File: config.mk
export PLATFORM = sky130hd
export DESIGN_NAME = timer_and_interrupt_dispatch_core_flat
export DESIGN_NICKNAME = d
export VERILOG_FILES = /design/src/rtl/tid_pkg.sv /design/src/rtl/tid_if.sv /design/src/rtl/tid_counter.sv /design/src/rtl/tid_irq.sv /design/src/rtl/timer_and_interrupt_dispatch_core.sv /design/src/flat_wrapper.sv
export SDC_FILE = /design/constraint.sdc
export NUM_CORES = 1
export LEC_CHECK = 0
export ABC_AREA = 1
export BUFFER_PORTS_ARGS = -buffer_cell sky130_fd_sc_hd__buf_2
export CORE_MARGIN = 4
export CORE_UTILIZATION = 56
export DETAILED_ROUTE_END_ITERATION = 6
export PLACE_DENSITY_LB_ADDON = 0.1
export SLEW_MARGIN = 20
export SYNTH_ARGS = -nofsm -noshare
export SYNTH_HDL_FRONTEND = slang
export SYNTH_SLANG_ARGS = --single-unit
File: constraint.sdc
create_clock -name clk_i -period 3.84 [get_ports clk_i]
set_input_delay 0.576 -clock clk_i [delete_from_list [all_inputs] [get_ports clk_i]]
set_output_delay 0.576 -clock clk_i [all_outputs]
set_load 0.05 [all_outputs]
File: src/rtl/tid_pkg.sv
// shared types, codes and constants for the timer and interrupt dispatch block
`timescale 1ns / 1ps
`default_nettype none

package tid_pkg;

  // widths of the fields
  localparam int unsigned TickW   = 10;
  localparam int unsigned ByteW   = 8;
  localparam int unsigned FlagW   = 5;
  localparam int unsigned VectorW = 7;
  localparam int unsigned CfgIdxW = 2;
  localparam int unsigned CfgDataW = 8;

  // item kinds carried in the mode field
  localparam logic MODE_TICK    = 1'b0;
  localparam logic MODE_SERVICE = 1'b1;

  // configuration register indexes
  localparam logic [CfgIdxW-1:0] CFG_TIMER_ENABLE = 2'd0;
  localparam logic [CfgIdxW-1:0] CFG_CLOCK_SELECT = 2'd1;
  localparam logic [CfgIdxW-1:0] CFG_TIMER_MODULO = 2'd2;
  localparam logic [CfgIdxW-1:0] CFG_IRQ_ENABLE   = 2'd3;

  // clock select codes
  localparam logic [1:0] CLK_SEL_1024 = 2'd0;
  localparam logic [1:0] CLK_SEL_16   = 2'd1;
  localparam logic [1:0] CLK_SEL_64   = 2'd2;
  localparam logic [1:0] CLK_SEL_256  = 2'd3;

  // request flag bit positions
  localparam int unsigned FLAG_VBLANK = 0;
  localparam int unsigned FLAG_LCD    = 1;
  localparam int unsigned FLAG_TIMER  = 2;
  localparam int unsigned FLAG_JOYPAD = 4;

  // dispatch vectors
  localparam logic [VectorW-1:0] VEC_NONE   = 7'h00;
  localparam logic [VectorW-1:0] VEC_VBLANK = 7'h40;
  localparam logic [VectorW-1:0] VEC_LCD    = 7'h48;
  localparam logic [VectorW-1:0] VEC_TIMER  = 7'h50;
  localparam logic [VectorW-1:0] VEC_JOYPAD = 7'h60;

  // configuration register set
  typedef struct packed {
    logic               timer_enable;
    logic [1:0]         clock_select;
    logic [ByteW-1:0]   timer_modulo;
    logic [FlagW-1:0]   irq_enable;
  } cfg_t;

  // one input word held in the input stage
  typedef struct packed {
    logic mode;
    logic vblank_request;
    logic lcd_request;
    logic joypad_request;
    logic master_enable;
  } item_t;

  // counter unit results towards the top and the interrupt unit
  typedef struct packed {
    logic [ByteW-1:0] divider;
    logic [ByteW-1:0] timer;
    logic             timer_ovf;
  } cnt_res_t;

  // interrupt unit results
  typedef struct packed {
    logic [FlagW-1:0]   flags;
    logic               take;
    logic [VectorW-1:0] vector;
    logic               wake;
  } irq_res_t;

endpackage

`default_nettype wire

File: src/rtl/tid_if.sv
// valid/ready channel interfaces for input and result words
`timescale 1ns / 1ps
`default_nettype none

interface tid_in_if;
  logic valid;
  logic ready;
  logic mode;
  logic vblank_request;
  logic lcd_request;
  logic joypad_request;
  logic master_enable;

  modport source (
    output valid, mode, vblank_request, lcd_request, joypad_request, master_enable,
    input  ready
  );
  modport sink (
    input  valid, mode, vblank_request, lcd_request, joypad_request, master_enable,
    output ready
  );
endinterface

interface tid_out_if;
  logic                            valid;
  logic                            ready;
  logic [tid_pkg::ByteW-1:0]       divider_value;
  logic [tid_pkg::ByteW-1:0]       timer_value;
  logic [tid_pkg::FlagW-1:0]       pending_flags;
  logic                            take_interrupt;
  logic [tid_pkg::VectorW-1:0]     vector_address;
  logic                            halt_wake;

  modport source (
    output valid, divider_value, timer_value, pending_flags, take_interrupt,
           vector_address, halt_wake,
    input  ready
  );
  modport sink (
    input  valid, divider_value, timer_value, pending_flags, take_interrupt,
           vector_address, halt_wake,
    output ready
  );
endinterface

`default_nettype wire

File: src/rtl/tid_counter.sv
// tick counter, divider and timer counter with modulo reload
`timescale 1ns / 1ps
`default_nettype none

module tid_counter (
  input  wire logic              clk_i,
  input  wire logic              rst_ni,
  input  wire logic              tick_i,
  input  wire tid_pkg::cfg_t     cfg_i,
  output tid_pkg::cnt_res_t      res_o
);

  logic [tid_pkg::TickW-1:0] tick_q, tick_d;
  logic [tid_pkg::ByteW-1:0] div_q, div_d;
  logic [tid_pkg::ByteW-1:0] tmr_q, tmr_d, tmr_inc;
  logic                      period_hit;
  logic                      ovf;

  // period decode on the advanced tick count
  always_comb begin
    case (cfg_i.clock_select)
      tid_pkg::CLK_SEL_1024: period_hit = (tick_d == '0);
      tid_pkg::CLK_SEL_16:   period_hit = (tick_d[3:0] == '0);
      tid_pkg::CLK_SEL_64:   period_hit = (tick_d[5:0] == '0);
      default:               period_hit = (tick_d[7:0] == '0);
    endcase
  end

  // next counter values for this word
  always_comb begin
    tick_d  = tick_q;
    div_d   = div_q;
    tmr_d   = tmr_q;
    ovf     = 1'b0;
    tmr_inc = tmr_q + tid_pkg::ByteW'(1);
    if (tick_i) begin
      tick_d = tick_q + tid_pkg::TickW'(1);
    end
    if (tick_i && (tick_d[7:0] == '0)) begin
      div_d = div_q + tid_pkg::ByteW'(1);
    end
    if (tick_i && cfg_i.timer_enable && period_hit) begin
      if (tmr_inc == '0) begin
        tmr_d = cfg_i.timer_modulo;
        ovf   = 1'b1;
      end else begin
        tmr_d = tmr_inc;
      end
    end
  end

  // counter state
  always_ff @(posedge clk_i or negedge rst_ni) begin
    if (!rst_ni) begin
      tick_q <= '0;
      div_q  <= '0;
      tmr_q  <= '0;
    end else begin
      tick_q <= tick_d;
      div_q  <= div_d;
      tmr_q  <= tmr_d;
    end
  end

  assign res_o.divider   = div_d;
  assign res_o.timer     = tmr_d;
  assign res_o.timer_ovf = ovf;

endmodule

`default_nettype wire

File: src/rtl/tid_irq.sv
// interrupt request flags, priority dispatch and halt wake
`timescale 1ns / 1ps
`default_nettype none

module tid_irq (
  input  wire logic                       clk_i,
  input  wire logic                       rst_ni,
  input  wire logic                       advance_i,
  input  wire tid_pkg::item_t             item_i,
  input  wire logic [tid_pkg::FlagW-1:0]  irq_enable_i,
  input  wire logic                       timer_ovf_i,
  output tid_pkg::irq_res_t               res_o
);

  logic [tid_pkg::FlagW-1:0]   flags_q, flags_d;
  logic [tid_pkg::FlagW-1:0]   raised;
  logic [tid_pkg::FlagW-1:0]   live;
  logic [tid_pkg::FlagW-1:0]   clear;
  logic                        take;
  logic [tid_pkg::VectorW-1:0] vector;
  logic                        wake;

  // requests raised by a tick word
  always_comb begin
    raised = '0;
    raised[tid_pkg::FLAG_VBLANK] = item_i.vblank_request;
    raised[tid_pkg::FLAG_LCD]    = item_i.lcd_request;
    raised[tid_pkg::FLAG_TIMER]  = timer_ovf_i;
    raised[tid_pkg::FLAG_JOYPAD] = item_i.joypad_request;
  end

  assign live = flags_q & irq_enable_i;

  // fixed priority pick: vblank, lcd, timer, joypad
  always_comb begin
    clear  = '0;
    take   = 1'b0;
    vector = tid_pkg::VEC_NONE;
    if (item_i.master_enable) begin
      if (live[tid_pkg::FLAG_VBLANK]) begin
        take = 1'b1;
        vector = tid_pkg::VEC_VBLANK;
        clear[tid_pkg::FLAG_VBLANK] = 1'b1;
      end else if (live[tid_pkg::FLAG_LCD]) begin
        take = 1'b1;
        vector = tid_pkg::VEC_LCD;
        clear[tid_pkg::FLAG_LCD] = 1'b1;
      end else if (live[tid_pkg::FLAG_TIMER]) begin
        take = 1'b1;
        vector = tid_pkg::VEC_TIMER;
        clear[tid_pkg::FLAG_TIMER] = 1'b1;
      end else if (live[tid_pkg::FLAG_JOYPAD]) begin
        take = 1'b1;
        vector = tid_pkg::VEC_JOYPAD;
        clear[tid_pkg::FLAG_JOYPAD] = 1'b1;
      end
    end
  end

  // next flags and result for the word in hand
  always_comb begin
    flags_d    = flags_q;
    res_o.take   = 1'b0;
    res_o.vector = tid_pkg::VEC_NONE;
    wake       = 1'b0;
    if (item_i.mode == tid_pkg::MODE_TICK) begin
      flags_d = flags_q | raised;
      wake    = |(flags_d & irq_enable_i);
    end else begin
      flags_d      = flags_q & ~clear;
      wake         = |live;
      res_o.take   = take;
      res_o.vector = vector;
    end
    res_o.flags = flags_d;
    res_o.wake  = wake;
  end

  // pending flags
  always_ff @(posedge clk_i or negedge rst_ni) begin
    if (!rst_ni) begin
      flags_q <= '0;
    end else if (advance_i) begin
      flags_q <= flags_d;
    end
  end

endmodule

`default_nettype wire

File: src/rtl/timer_and_interrupt_dispatch_core.sv
// top level: config registers, input stage, counter and interrupt units, result register
//
//  channel | dir | handshake        | payload
//  in_if   | in  | valid / ready    | mode, vblank/lcd/joypad request, master_enable
//  out_if  | out | valid / ready    | divider, timer, flags, take, vector, halt_wake
//  cfg     | in  | cfg_we_i         | cfg_idx_i, cfg_wdata_i
//
// one word per cycle sustained while out_if does not stall; a word passes through
// the input register and then the result register
// the counter and flag state update as a word leaves the input register
// asynchronous active-low reset clears config, counter and flag state and the valid bits
// a stall on out_if holds the result and, once the input register is full,
// drops in_if.ready
`timescale 1ns / 1ps
`default_nettype none

module timer_and_interrupt_dispatch_core (
  input  wire logic                           clk_i,
  input  wire logic                           rst_ni,
  tid_in_if.sink                              in_if,
  tid_out_if.source                           out_if,
  input  wire logic                           cfg_we_i,
  input  wire logic [tid_pkg::CfgIdxW-1:0]    cfg_idx_i,
  input  wire logic [tid_pkg::CfgDataW-1:0]   cfg_wdata_i
);

  tid_pkg::cfg_t     cfg_q;
  tid_pkg::item_t    item_q;
  logic              in_valid_q;
  logic              out_valid_q;
  logic              advance;
  logic              in_take;
  tid_pkg::cnt_res_t cnt_res;
  tid_pkg::irq_res_t irq_res;

  logic [tid_pkg::ByteW-1:0]   div_q;
  logic [tid_pkg::ByteW-1:0]   tmr_q;
  logic [tid_pkg::FlagW-1:0]   flags_q;
  logic                        take_q;
  logic [tid_pkg::VectorW-1:0] vector_q;
  logic                        wake_q;

  // handshake
  assign advance     = in_valid_q && (!out_valid_q || out_if.ready);
  assign in_if.ready = !in_valid_q || advance;
  assign in_take     = in_if.valid && in_if.ready;

  // configuration registers
  always_ff @(posedge clk_i or negedge rst_ni) begin
    if (!rst_ni) begin
      cfg_q <= '0;
    end else if (cfg_we_i) begin
      unique case (cfg_idx_i)
        tid_pkg::CFG_TIMER_ENABLE: cfg_q.timer_enable <= cfg_wdata_i[0];
        tid_pkg::CFG_CLOCK_SELECT: cfg_q.clock_select <= cfg_wdata_i[1:0];
        tid_pkg::CFG_TIMER_MODULO: cfg_q.timer_modulo <= cfg_wdata_i;
        tid_pkg::CFG_IRQ_ENABLE:   cfg_q.irq_enable   <= cfg_wdata_i[tid_pkg::FlagW-1:0];
        default: ;
      endcase
    end
  end

  // input register
  always_ff @(posedge clk_i or negedge rst_ni) begin
    if (!rst_ni) begin
      in_valid_q <= 1'b0;
    end else if (in_if.ready) begin
      in_valid_q <= in_if.valid;
    end
  end

  always_ff @(posedge clk_i) begin
    if (in_take) begin
      item_q.mode           <= in_if.mode;
      item_q.vblank_request <= in_if.vblank_request;
      item_q.lcd_request    <= in_if.lcd_request;
      item_q.joypad_request <= in_if.joypad_request;
      item_q.master_enable  <= in_if.master_enable;
    end
  end

  // counters
  tid_counter u_counter (
    .clk_i  (clk_i),
    .rst_ni (rst_ni),
    .tick_i (advance && (item_q.mode == tid_pkg::MODE_TICK)),
    .cfg_i  (cfg_q),
    .res_o  (cnt_res)
  );

  // request flags and dispatch
  tid_irq u_irq (
    .clk_i        (clk_i),
    .rst_ni       (rst_ni),
    .advance_i    (advance),
    .item_i       (item_q),
    .irq_enable_i (cfg_q.irq_enable),
    .timer_ovf_i  (cnt_res.timer_ovf),
    .res_o        (irq_res)
  );

  // result register
  always_ff @(posedge clk_i or negedge rst_ni) begin
    if (!rst_ni) begin
      out_valid_q <= 1'b0;
    end else begin
      out_valid_q <= advance || (out_valid_q && !out_if.ready);
    end
  end

  always_ff @(posedge clk_i) begin
    if (advance) begin
      div_q    <= cnt_res.divider;
      tmr_q    <= cnt_res.timer;
      flags_q  <= irq_res.flags;
      take_q   <= irq_res.take;
      vector_q <= irq_res.vector;
      wake_q   <= irq_res.wake;
    end
  end

  assign out_if.valid          = out_valid_q;
  assign out_if.divider_value  = div_q;
  assign out_if.timer_value    = tmr_q;
  assign out_if.pending_flags  = flags_q;
  assign out_if.take_interrupt = take_q;
  assign out_if.vector_address = vector_q;
  assign out_if.halt_wake      = wake_q;

endmodule

`default_nettype wire

File: src/flat_wrapper.sv
// flat-port wrapper written by rule: the top's interface ports become plain ports
module timer_and_interrupt_dispatch_core_flat 
  (clk_i, rst_ni, cfg_we_i, cfg_idx_i, cfg_wdata_i, in_if_valid, in_if_mode, in_if_vblank_request, in_if_lcd_request, in_if_joypad_request, in_if_master_enable, in_if_ready, out_if_valid, out_if_divider_value, out_if_timer_value, out_if_pending_flags, out_if_take_interrupt, out_if_vector_address, out_if_halt_wake, out_if_ready);
  tid_in_if in_if_i ();
  tid_out_if out_if_i ();
  input  wire logic clk_i;
  input  wire logic rst_ni;
  input  wire logic cfg_we_i;
  input  wire logic [tid_pkg::CfgIdxW-1:0] cfg_idx_i;
  input  wire logic [tid_pkg::CfgDataW-1:0] cfg_wdata_i;
  input wire logic [$bits(in_if_i.valid)-1:0] in_if_valid;
  input wire logic [$bits(in_if_i.mode)-1:0] in_if_mode;
  input wire logic [$bits(in_if_i.vblank_request)-1:0] in_if_vblank_request;
  input wire logic [$bits(in_if_i.lcd_request)-1:0] in_if_lcd_request;
  input wire logic [$bits(in_if_i.joypad_request)-1:0] in_if_joypad_request;
  input wire logic [$bits(in_if_i.master_enable)-1:0] in_if_master_enable;
  output wire logic [$bits(in_if_i.ready)-1:0] in_if_ready;
  output wire logic [$bits(out_if_i.valid)-1:0] out_if_valid;
  output wire logic [$bits(out_if_i.divider_value)-1:0] out_if_divider_value;
  output wire logic [$bits(out_if_i.timer_value)-1:0] out_if_timer_value;
  output wire logic [$bits(out_if_i.pending_flags)-1:0] out_if_pending_flags;
  output wire logic [$bits(out_if_i.take_interrupt)-1:0] out_if_take_interrupt;
  output wire logic [$bits(out_if_i.vector_address)-1:0] out_if_vector_address;
  output wire logic [$bits(out_if_i.halt_wake)-1:0] out_if_halt_wake;
  input wire logic [$bits(out_if_i.ready)-1:0] out_if_ready;
  assign in_if_i.valid = in_if_valid;
  assign in_if_i.mode = in_if_mode;
  assign in_if_i.vblank_request = in_if_vblank_request;
  assign in_if_i.lcd_request = in_if_lcd_request;
  assign in_if_i.joypad_request = in_if_joypad_request;
  assign in_if_i.master_enable = in_if_master_enable;
  assign in_if_ready = in_if_i.ready;
  assign out_if_valid = out_if_i.valid;
  assign out_if_divider_value = out_if_i.divider_value;
  assign out_if_timer_value = out_if_i.timer_value;
  assign out_if_pending_flags = out_if_i.pending_flags;
  assign out_if_take_interrupt = out_if_i.take_interrupt;
  assign out_if_vector_address = out_if_i.vector_address;
  assign out_if_halt_wake = out_if_i.halt_wake;
  assign out_if_i.ready = out_if_ready;
  timer_and_interrupt_dispatch_core u_core (.clk_i(clk_i), .rst_ni(rst_ni), .in_if(in_if_i), .out_if(out_if_i), .cfg_we_i(cfg_we_i), .cfg_idx_i(cfg_idx_i), .cfg_wdata_i(cfg_wdata_i));
endmodule
==> results.json, run 1 <==
{
  "viasPerCell": 4.998,
  "end_kind": "flip-flop",
  "ir_worst_vdd_v": 0.0003823,
  "multiInputGateArea_mm2": 0.001125,
  "cp-start-kind": "flip-flop",
  "setup_viol": 0,
  "synth_ff_type": "dfrtp_1",
  "synth_seq_area_share_pct": 61.21,
  "synth_cell_types": 34,
  "slew_headroom_pct": 52.42,
  "hold_viol": 0,
  "synth-seq-cells": 77,
  "post-synth-top-area-cell": "dfrtp_1",
  "fill_cells": 508,
  "final_common_cell": "nand2_1",
  "htree_levels": 3,
  "die_h_um": 85.84,
  "cts_tree": "yes",
  "vias": 2379,
  "layout-drive-gt1-share_pct": 19.45,
  "core_area_mm2": 0.005886,
  "diodes": 0,
  "post_cts_buffers": 0,
  "yosys-top-cells-area": "dfrtp_1 35%, edfxtp_1 27%, nand2_1 11%",
  "avgSynthCellArea_um2": 9.922,
  "netlist.area_leader.share_pct": 34.66,
  "tns_ns": 0,
  "globalplace.congestion": 0.8126,
  "die_x_um": 85.84,
  "hpwl_um": 4404,
  "drc_errors": 0,
  "antenna_found_initial": 0,
  "clockRootBuffer": "clkbuf_8",
  "regArea_mm2": 0.002077,
  "dieArea_mm2": 0.007369,
  "drt-pass1-iter-count": 4,
  "clk_pin_slew_ns": 0.08,
  "yosysWarnings": 0,
  "first_global_vias": 2214,
  "period_needed_ns": 2.556,
  "outcome": "finished, final reports clean",
  "grt_use_total_pct": 18.35,
  "critPathMaxFanout": 14,
  "grt_pass1_wl_um": 10360,
  "nets": 419,
  "ctsResizeCount": 0,
  "max_freq_mhz": 391.2,
  "setup_slack_ns": 1.284,
  "drt_iter0_markers": 142,
  "cts_hold_buf": 0,
  "grt_max_degree": 48,
  "drt_wl_total_um": 6198,
  "wl_per_cell_um": 13.02,
  "grt-ovfl-total": 0,
  "drv_slew": 0,
  "cap_violations": 0,
  "clock_latency_ns": 0.34,
  "rsz0062_at_grt": "false",
  "cts-buffers-inserted": 9,
  "num_rows": 28,
  "final_antenna_net_count": 0,
  "synthCells": 342,
  "initial_utilization_pct": 57.65,
  "hold_path_class": "in -> async",
  "required_ns": 4.05,
  "leakagePower_uw": 0.001834,
  "cellPowerDensity_mw_per_mm2": 595.0,
  "synth-async-reset-ratio_pct": 61.04,
  "worst_pin_slew_ns": 0.6956,
  "ios": 52,
  "portBuffers": 47,
  "cts.sinks": 77,
  "cts.path.max_buffers": 2,
  "critical_path_class": "reg -> reg",
  "dp_slack_ns": 1.175,
  "finalCritPeriodShare_pct": 66.56,
  "final_cell_mix": "95 x nand2_1, 47 x dfrtp_1, 46 x buf_2",
  "synth_edf_count": 30,
  "area_growth_pct": 14.49,
  "syn-cell-area_mm2": 0.003393,
  "fin_skew_ns": 0.008177,
  "cp.arrival_ns": 2.76
}
cell usage after synthesis (2+ instances only):
cell	n
nor2_1	23
ha_1	3
clkbuf_1	2
xor2_1	10
nand2_1	95
nand4_1	5
dfrtp_1	47
buf_4	7
nand3_2	2
edfxtp_1	30
a31oi_1	3
nand3_1	21
nor3_1	5
o21ai_0	20
o211ai_1	3
xnor2_1	4
a21oi_1	4
inv_2	2
inv_1	37
mux2_2	5
stage by stage:
step | power [µW] | utilization (%) | cells | cell area (µm²) | hold slack [ns]
after CTS | 2324 | 65.97 | 476 | 3882 | 0.3910
after floorplan | 1592 | - | 345 | 3405 | 0.2804
after detailed placement | 1737 | 62.73 | 460 | 3692 | 0.4689
after global placement | 1727 | 62.73 | 460 | 3692 | 0.4581
final | 2311 | 66.01 | 476 | 3885 | 0.2371
after global routing | 2446 | 66.01 | 476 | 3885 | 0.2765
critical path: stages, from the launching register on:
cell	delay, ns
edfxtp_1	0.52
inv_2	0.20
nand3_2	0.23
nor2_1	0.21
nand2_1	0.07
nand2_1	0.09
nand2_1	0.06
nand3b_1	0.18
nand2_1	0.12
nand3_2	0.13
inv_2	0.21
nand2_1	0.09
or2_0	0.21
nand3_1	0.08
worst paths after layout:
path                            cells after the start                      endpoint                      start  slack (ns)
worst max register to register                     13  u_core.out_if.timer_value[2]           u_core.item_q[4]        1.28
max in group asynchronous                           1     u_core.u_counter.div_q[1]                     rst_ni        3.22
worst min-delay path                                1    u_core.u_counter.tick_q[2]                     rst_ni        0.24
worst max-delay path                               13  u_core.out_if.timer_value[2]           u_core.item_q[4]        1.28
worst min register to register                      1     u_core.u_counter.div_q[7]  u_core.u_counter.div_q[7]        0.48
min in group clk_i                                  1              u_core.item_q[3]       in_if_vblank_request        0.40
power breakdown:
group	internal [µW]	switching, µW
Sequential	1020	117
Clock	299	290
Combinational	170	412
Total	1490	819
cell type report:
cell class,count,area share (%)
inverters,39,3.768
clock inverters,6,1.610
well taps,75,2.415
multi-input cells,220,28.95
flip-flops and latches,77,53.46
clock buffers,10,3.285
repair buffers,49,6.506
sequential cells by signal (all words and copies together), names as in the netlist:
register and cells:
u_core.u_irq.flags_q 4, u_core.out_if.valid 1, u_core.u_counter.tick_q 10, u_core.out_if.pending_flags 4, u_core.out_if.timer_value 8, u_core.item_q 5, u_core.cfg_q 15, u_core.out_if.vector_address 4
u_core.out_if.halt_wake 1, u_core.in_valid_q 1, u_core.u_counter.tmr_q 8, u_core.u_counter.div_q 8, u_core.out_if.divider_value 8
kinds of logic after synthesis:
group / after synthesis / share of synthesized area (%)
and+or+nand+nor: 157 / 19.69
xor gates and xnor gates: 15 / 4.093
muxes: 5 / 1.659
other: 1 / 0.1105
buffers and inverters: 48 / 6.084
adders and majority gates: 3 / 1.106
AOI/OAI and AO/OA: 36 / 6.048
DFF: 77 / 61.21
routing by layer:
| metal | share of wire (%) | GRT usage, % |
|---|---|---|
| met5 | 0 | 0 |
| met4 | 1.4 | 7.914 |
| met3 | 4.0 | 3.266 |
| met2 | 46 | 28.32 |
| met1 | 49 | 25.74 |
Power figures use the tool's default switching activity.
==> run 2, diff against run 1 <==
ABC_AREA = 0   (was 1)
CORE_UTILIZATION = 57   (was 56)
clock period = 2.37 ns   (was 3.84 ns; I/O delays follow)
==> run 2 against run 1 <==
  * The flow now finishes with violations (setup timing)
  * Clock-buffer cell count is 1 lower
  * First-iteration DRC count decreased by 26%
  * Highest routed layer unchanged
  * Die area rose by 2.2%
  * Core utilization rose by 11 points
  * Sequential power grew 56%
  * Wire length rose by 31%
  * Sequential share of layout area is 8.0 points lower
  * Combinational power rose by 91%
==> results.json, run 2 <==
{
  "largest_reg_flops": 15,
  "drt_iter0_markers": 105,
  "setup_slack_ns": -0.1444,
  "layout-drive-gt1-share_pct": 42.13,
  "reg2reg_to": "u_core.out_if.timer_value[1]",
  "cellPowerDensity_mw_per_mm2": 873.8,
  "synth_seq_area_share_pct": 58.74,
  "drc_errors": 0,
  "num_rows": 28,
  "clock_latency_ns": 0.35,
  "netlist.area_leader.share_pct": 33.26,
  "synth-async-reset-ratio_pct": 61.04,
  "outcome": "complete, but fails checks",
  "globalplace.congestion": 0.9342,
  "cts_hold_buf": 0,
  "setup_viol": 14,
  "grt_max_degree": 37,
  "r2r-start": "u_core.u_counter.tick_q[1]",
  "multiInputGateArea_mm2": 0.001588,
  "top_register": "u_core.cfg_q",
  "final_cell_mix": "47 x buf_2, 46 x dfrtp_1, 35 x buf_4",
  "yosys-top-cells-count": "47 x dfrtp_1, 30 x edfxtp_1, 23 x nand2_1, 20 x mux2_2, 16 x a21oi_1",
  "grt_pass1_wl_um": 12360,
  "violations": "setup timing",
  "slew_headroom_pct": 44.72,
  "cp-start-kind": "flip-flop",
  "die_h_um": 86.76,
  "drt_wl_total_um": 8101,
  "critical_path_class": "reg -> reg",
  "portBuffers": 47,
  "max_freq_mhz": 397.7,
  "worst_pin_slew_ns": 0.8292,
  "period_needed_ns": 2.514,
  "fin_skew_ns": 0.006550,
  "area_growth_pct": 29.33,
  "synth_ff_type": "dfrtp_1",
  "hold_path_class": "in -> async",
  "synth-seq-cells": 77,
  "synth_edf_count": 30,
  "viasPerCell": 5.707,
  "top_regs": "u_core.cfg_q (15), u_core.u_counter.tick_q (10)",
  "cts-buffers-inserted": 9,
  "critPathMaxFanout": 5,
  "finalCritPeriodShare_pct": 106.1,
  "syn-cell-area_mm2": 0.003536,
  "clk_pin_slew_ns": 0.08,
  "hold_ws_ns": 0.08622,
  "diodes": 0,
  "ir_worst_vdd_v": 0.0005331,
  "ios": 52,
  "wl_per_cell_um": 18.00,
  "die_x_um": 86.76,
  "synthCells": 278,
  "initial_utilization_pct": 59.37,
  "yosysWarnings": 0,
  "dp_slack_ns": -0.1801,
  "hold_viol": 0,
  "clockRootBuffer": "clkbuf_8",
  "regArea_mm2": 0.002078,
  "vias": 2568,
  "hpwl_um": 5317,
  "dieArea_mm2": 0.007527,
  "grt-ovfl-total": 0,
  "post-synth-top-area-cell": "dfrtp_1",
  "reg2reg_depth": 7,
  "cp.arrival_ns": 2.62,
  "rsz0062_at_grt": "true",
  "drv_slew": 0,
  "post-route-util_pct": 76.79,
  "htree_levels": 3,
  "leakagePower_uw": 0.001948,
  "antenna_found_initial": 0,
  "synth_cell_types": 58,
  "avgSynthCellArea_um2": 12.72,
  "final_antenna_net_count": 0,
  "end_kind": "flip-flop",
  "cap_violations": 0,
  "core_area_mm2": 0.005956,
  "fill_cells": 373,
  "nets": 393,
  "required_ns": 2.47,
  "yosys-top-cells-area": "dfrtp_1 33%, edfxtp_1 25%, mux2_2 6.4%",
  "cts.sinks": 77,
  "cts_tree": "yes",
  "grt_use_total_pct": 21.89,
  "first_global_vias": 2510,
  "drt-pass1-iter-count": 5,
  "rrSetupSlack_ns": -0.14,
  "synth_most_common_cell": "dfrtp_1",
  "final_common_cell": "buf_2",
  "cts.path.max_buffers": 2
}
-- run 2: cell count changes after synthesis, sizes merged, moves of 5 or more --
cell / before / now
nor4: 0 / 6
nand2b: 0 / 6
a21oi: 5 / 16
and2: 0 / 6
inv: 39 / 7
nand3: 23 / 7
mux2: 5 / 21
o21ai: 21 / 4
a2bb2oi: 0 / 5
nor2: 24 / 12
and3: 0 / 5
nand2: 96 / 23
xnor2: 4 / 9
-- run 2: repair_timing --
item,4_1_cts,5_1_grt
endpoints found under the setup margin,22,24
setup buffers,3,7
resized for setup,19,12
pin swaps,12,15
-- run 2: logic make-up (layout without fill, tap and decap cells) --
logic type	Yosys count	count (layout)	share of synthesized area [%]
adder cells (fa/ha/maj)	3	3	1.062
buffers and inverters	17	111	2.583
other	1	4	0.1061
XOR/XNOR	17	17	4.211
AND/OR/NAND/NOR	95	95	15.89
AO/OA/AOI/OAI	44	44	9.766
flip-flops	77	77	58.74
multiplexers	24	24	7.643
-- run 2: final cells by class --
cell class | instances | area share (%)
clock buffer | 9 | 2.709
clock inverter | 7 | 2.134
inverter | 7 | 0.5746
multi-input combinational | 187 | 34.72
sequential | 77 | 45.44
tap | 75 | 2.052
timing repair buffer | 88 | 12.37
-- run 2: per-stage QoR --
step / total power, µW / TNS, ns / instances / instance area, µm²
detailed placement: 2761 / -1.783 / 424 / 4094
global route: 4176 / -2.203 / 450 / 4573
finish: 3996 / -1.186 / 450 / 4573
global placement: 2713 / -0.6922 / 424 / 4094
CTS: 3916 / -1.536 / 443 / 4451
floorplan: 2420 / -0.4531 / 281 / 3597
-- run 2: worst max path at each step --
stage / from / endpoint / slack [ns] / depth (start not counted)
after global routing: u_core.u_counter.tick_q[1] / u_core.out_if.timer_value[1] / -0.18 / 7
after CTS: u_core.u_counter.tick_q[1] / u_core.out_if.timer_value[0] / -0.16 / 7
after floorplan: u_core.u_counter.tick_q[1] / u_core.out_if.timer_value[1] / -0.20 / 7
final: u_core.u_counter.tick_q[1] / u_core.out_if.timer_value[1] / -0.14 / 7
after detailed placement: u_core.u_counter.tick_q[0] / u_core.out_if.timer_value[6] / -0.18 / 8
after global placement: u_core.u_counter.tick_q[0] / u_core.out_if.timer_value[2] / -0.10 / 7
-- run 2: worst max-delay path, cell delays in order, from the launching register on --
cell	delay (ns)
dfrtp_1	0.42
ha_4	0.26
or4b_4	0.48
nor3_2	0.13
o2111a_1	0.25
o311ai_4	0.16
nor3_4	0.24
mux2_4	0.33
-- run 2: layer usage --
metal  wire [µm]  GRT usage, %  up-vias
met5           0             0        -
met4         148         8.074        0
met3         475         5.133       14
met2        4158         37.00       83
met1        3319         27.45     1261
li1            -             -     1210
-- run 2: power breakdown --
group | switching (µW) | internal (µW)
Sequential | 192 | 1590
Clock | 508 | 596
Combinational | 633 | 480
==> run 3, diff against run 2 <==
RECOVER_POWER = 100   (was default)
SETUP_SLACK_MARGIN = 0.4   (was default)
==> run 3 against run 2 <==
  * The run ends with capacitance limit, slew limit, setup timing left
  * Non-clock buffer count increased by 9
  * Die area unchanged
  * Design area increased by 2.5%
  * Core utilization increased by 1.9 points
  * Combinational power increased by 5%
  * Wire length increased by 1.2%
  * Critical endpoint is now u_core.out_if.pending_flags[2]
==> results.json, run 3 (synthesis gave the netlist of run 2 again) <==
{
  "outcome": "complete, but fails checks",
  "violations": "capacitance limit, slew limit, setup timing",
  "clk_pin_slew_ns": 0.08,
  "grt_pass1_wl_um": 12800,
  "final_cell_mix": "46 x dfrtp_1, 34 x clkbuf_1, 30 x buf_4, 30 x edfxtp_1, 20 x nand2_1",
  "dieArea_mm2": 0.007527,
  "viasPerCell": 5.752,
  "drt_wl_total_um": 8197,
  "critPathSlowestCell": "or4b_4",
  "top_regs": "u_core.cfg_q (15), u_core.u_counter.tick_q (10)",
  "fill_cells": 367,
  "layout-drive-gt1-share_pct": 36.98,
  "critPathMaxFanout": 8,
  "cp_top_family": "simple AND/OR/NAND/NOR gates",
  "leakagePower_uw": 0.001968,
  "regArea_mm2": 0.002078,
  "top_register": "u_core.cfg_q",
  "fin_skew_ns": 0.009483,
  "cp_common_cell": "buf_6",
  "cts.path.max_buffers": 2,
  "setup_viol": 22,
  "crit_path_cell_trace": "buf_6 -> nand3_4 -> or4b_4 -> or3_4 -> a31oi_4 -> nor3_4 -> buf_6 -> a32o_1",
  "grt_use_total_pct": 22.28,
  "initial_utilization_pct": 59.37,
  "cts.sinks": 77,
  "clockRootBuffer": "clkbuf_8",
  "cts-buffers-inserted": 9,
  "crit_buf_inv": 2,
  "final_common_cell": "dfrtp_1",
  "cap_violations": 1,
  "multiInputGateArea_mm2": 0.001682,
  "hold_ws_ns": 0.1759,
  "dp_slack_ns": -0.1827,
  "final_antenna_net_count": 0,
  "period_needed_ns": 2.563,
  "drv_slew": 34,
  "drt-pass1-iter-count": 4,
  "drt_iter0_markers": 102,
  "ir_worst_vdd_v": 0.0006707,
  "largest_reg_flops": 15,
  "nets": 402,
  "finalCritPeriodShare_pct": 108.1,
  "clock_latency_ns": 0.35,
  "area_growth_pct": 32.59,
  "vias": 2640,
  "num_rows": 28,
  "diodes": 0,
  "ios": 52,
  "cts_tree": "yes",
  "die_x_um": 86.76,
  "htree_levels": 3,
  "hpwl_um": 5152,
  "first_global_vias": 2670,
  "rsz0062_at_grt": "true",
  "tns_ns": -1.792,
  "slew_headroom_pct": -21.65,
  "worst_pin_slew_ns": 1.825,
  "hold_viol": 0,
  "antenna_found_initial": 0,
  "hold_path_class": "in -> reg",
  "cp.arrival_ns": 2.66,
  "post-route-util_pct": 78.72,
  "grt_max_degree": 34,
  "cpPeakStageDelay_ns": 0.57,
  "max_freq_mhz": 390.2,
  "die_h_um": 86.76,
  "core_area_mm2": 0.005956,
  "required_ns": 2.47,
  "cp-start-kind": "flip-flop",
  "drc_errors": 0,
  "cts_hold_buf": 0,
  "end_kind": "flip-flop",
  "portBuffers": 47,
  "cellPowerDensity_mw_per_mm2": 846.7,
  "globalplace.congestion": 0.8459,
  "critical_path_class": "reg -> reg",
  "wl_per_cell_um": 17.86,
  "setup_slack_ns": -0.1927,
  "grt-ovfl-total": 0
}
==> run 3: path summary, 6_finish.rpt <==
check	endpoint	slack [ns]	cells after the start	from
min	u_core.item_q[1]	0.18	1	in_if_joypad_request
min in group asynchronous	u_core.u_counter.tick_q[4]	0.49	1	rst_ni
max reg2reg	u_core.out_if.pending_flags[2]	-0.19	8	u_core.u_counter.tick_q[1]
min reg2reg	u_core.u_counter.div_q[7]	0.50	1	u_core.u_counter.div_q[7]
max	u_core.out_if.pending_flags[2]	-0.19	8	u_core.u_counter.tick_q[1]
max in group asynchronous	u_core.cfg_q[10]	0.65	2	rst_ni
==> run 3: report_power, final <==
part           switching (µW)  leakage (µW)  internal (µW)
combinational             657      0.000986            507
sequential                190      0.000879           1590
clock                     526      0.000103            503
==> run 3: metrics by stage <==
step / cells / power, µW / area, µm²
floorplan: 281 / 2420 / 3598
global placement: 423 / 2704 / 4086
detailed placement: 423 / 2735 / 4086
CTS: 450 / 3878 / 4599
global route: 459 / 4163 / 4688
finish: 459 / 3970 / 4688
==> run 3: timing repair <==
action / CTS / global route
gates cloned: 0 / 0
endpoints found under the setup margin: 35 / 35
pin swaps: 21 / 16
resized for setup: 40 / 16
setup buffers: 11 / 9
==> run 3: routing by layer <==
metal  global-route usage, %  part of all wire [%]
met1                   28.05                    41
met2                   37.55                    52
met3                   4.848                   5.1
met4                   8.782                   1.9
met5                       0                     0
==> run 3: cell type report <==
class,instances,area share (%)
Clock buffer,9,2.642
Sequential cell,77,44.33
Timing Repair Buffer,97,12.89
Tap cell,75,2.002
Multi-Input combinational cell,187,35.87
Inverter,7,0.5604
Clock inverter,7,1.708
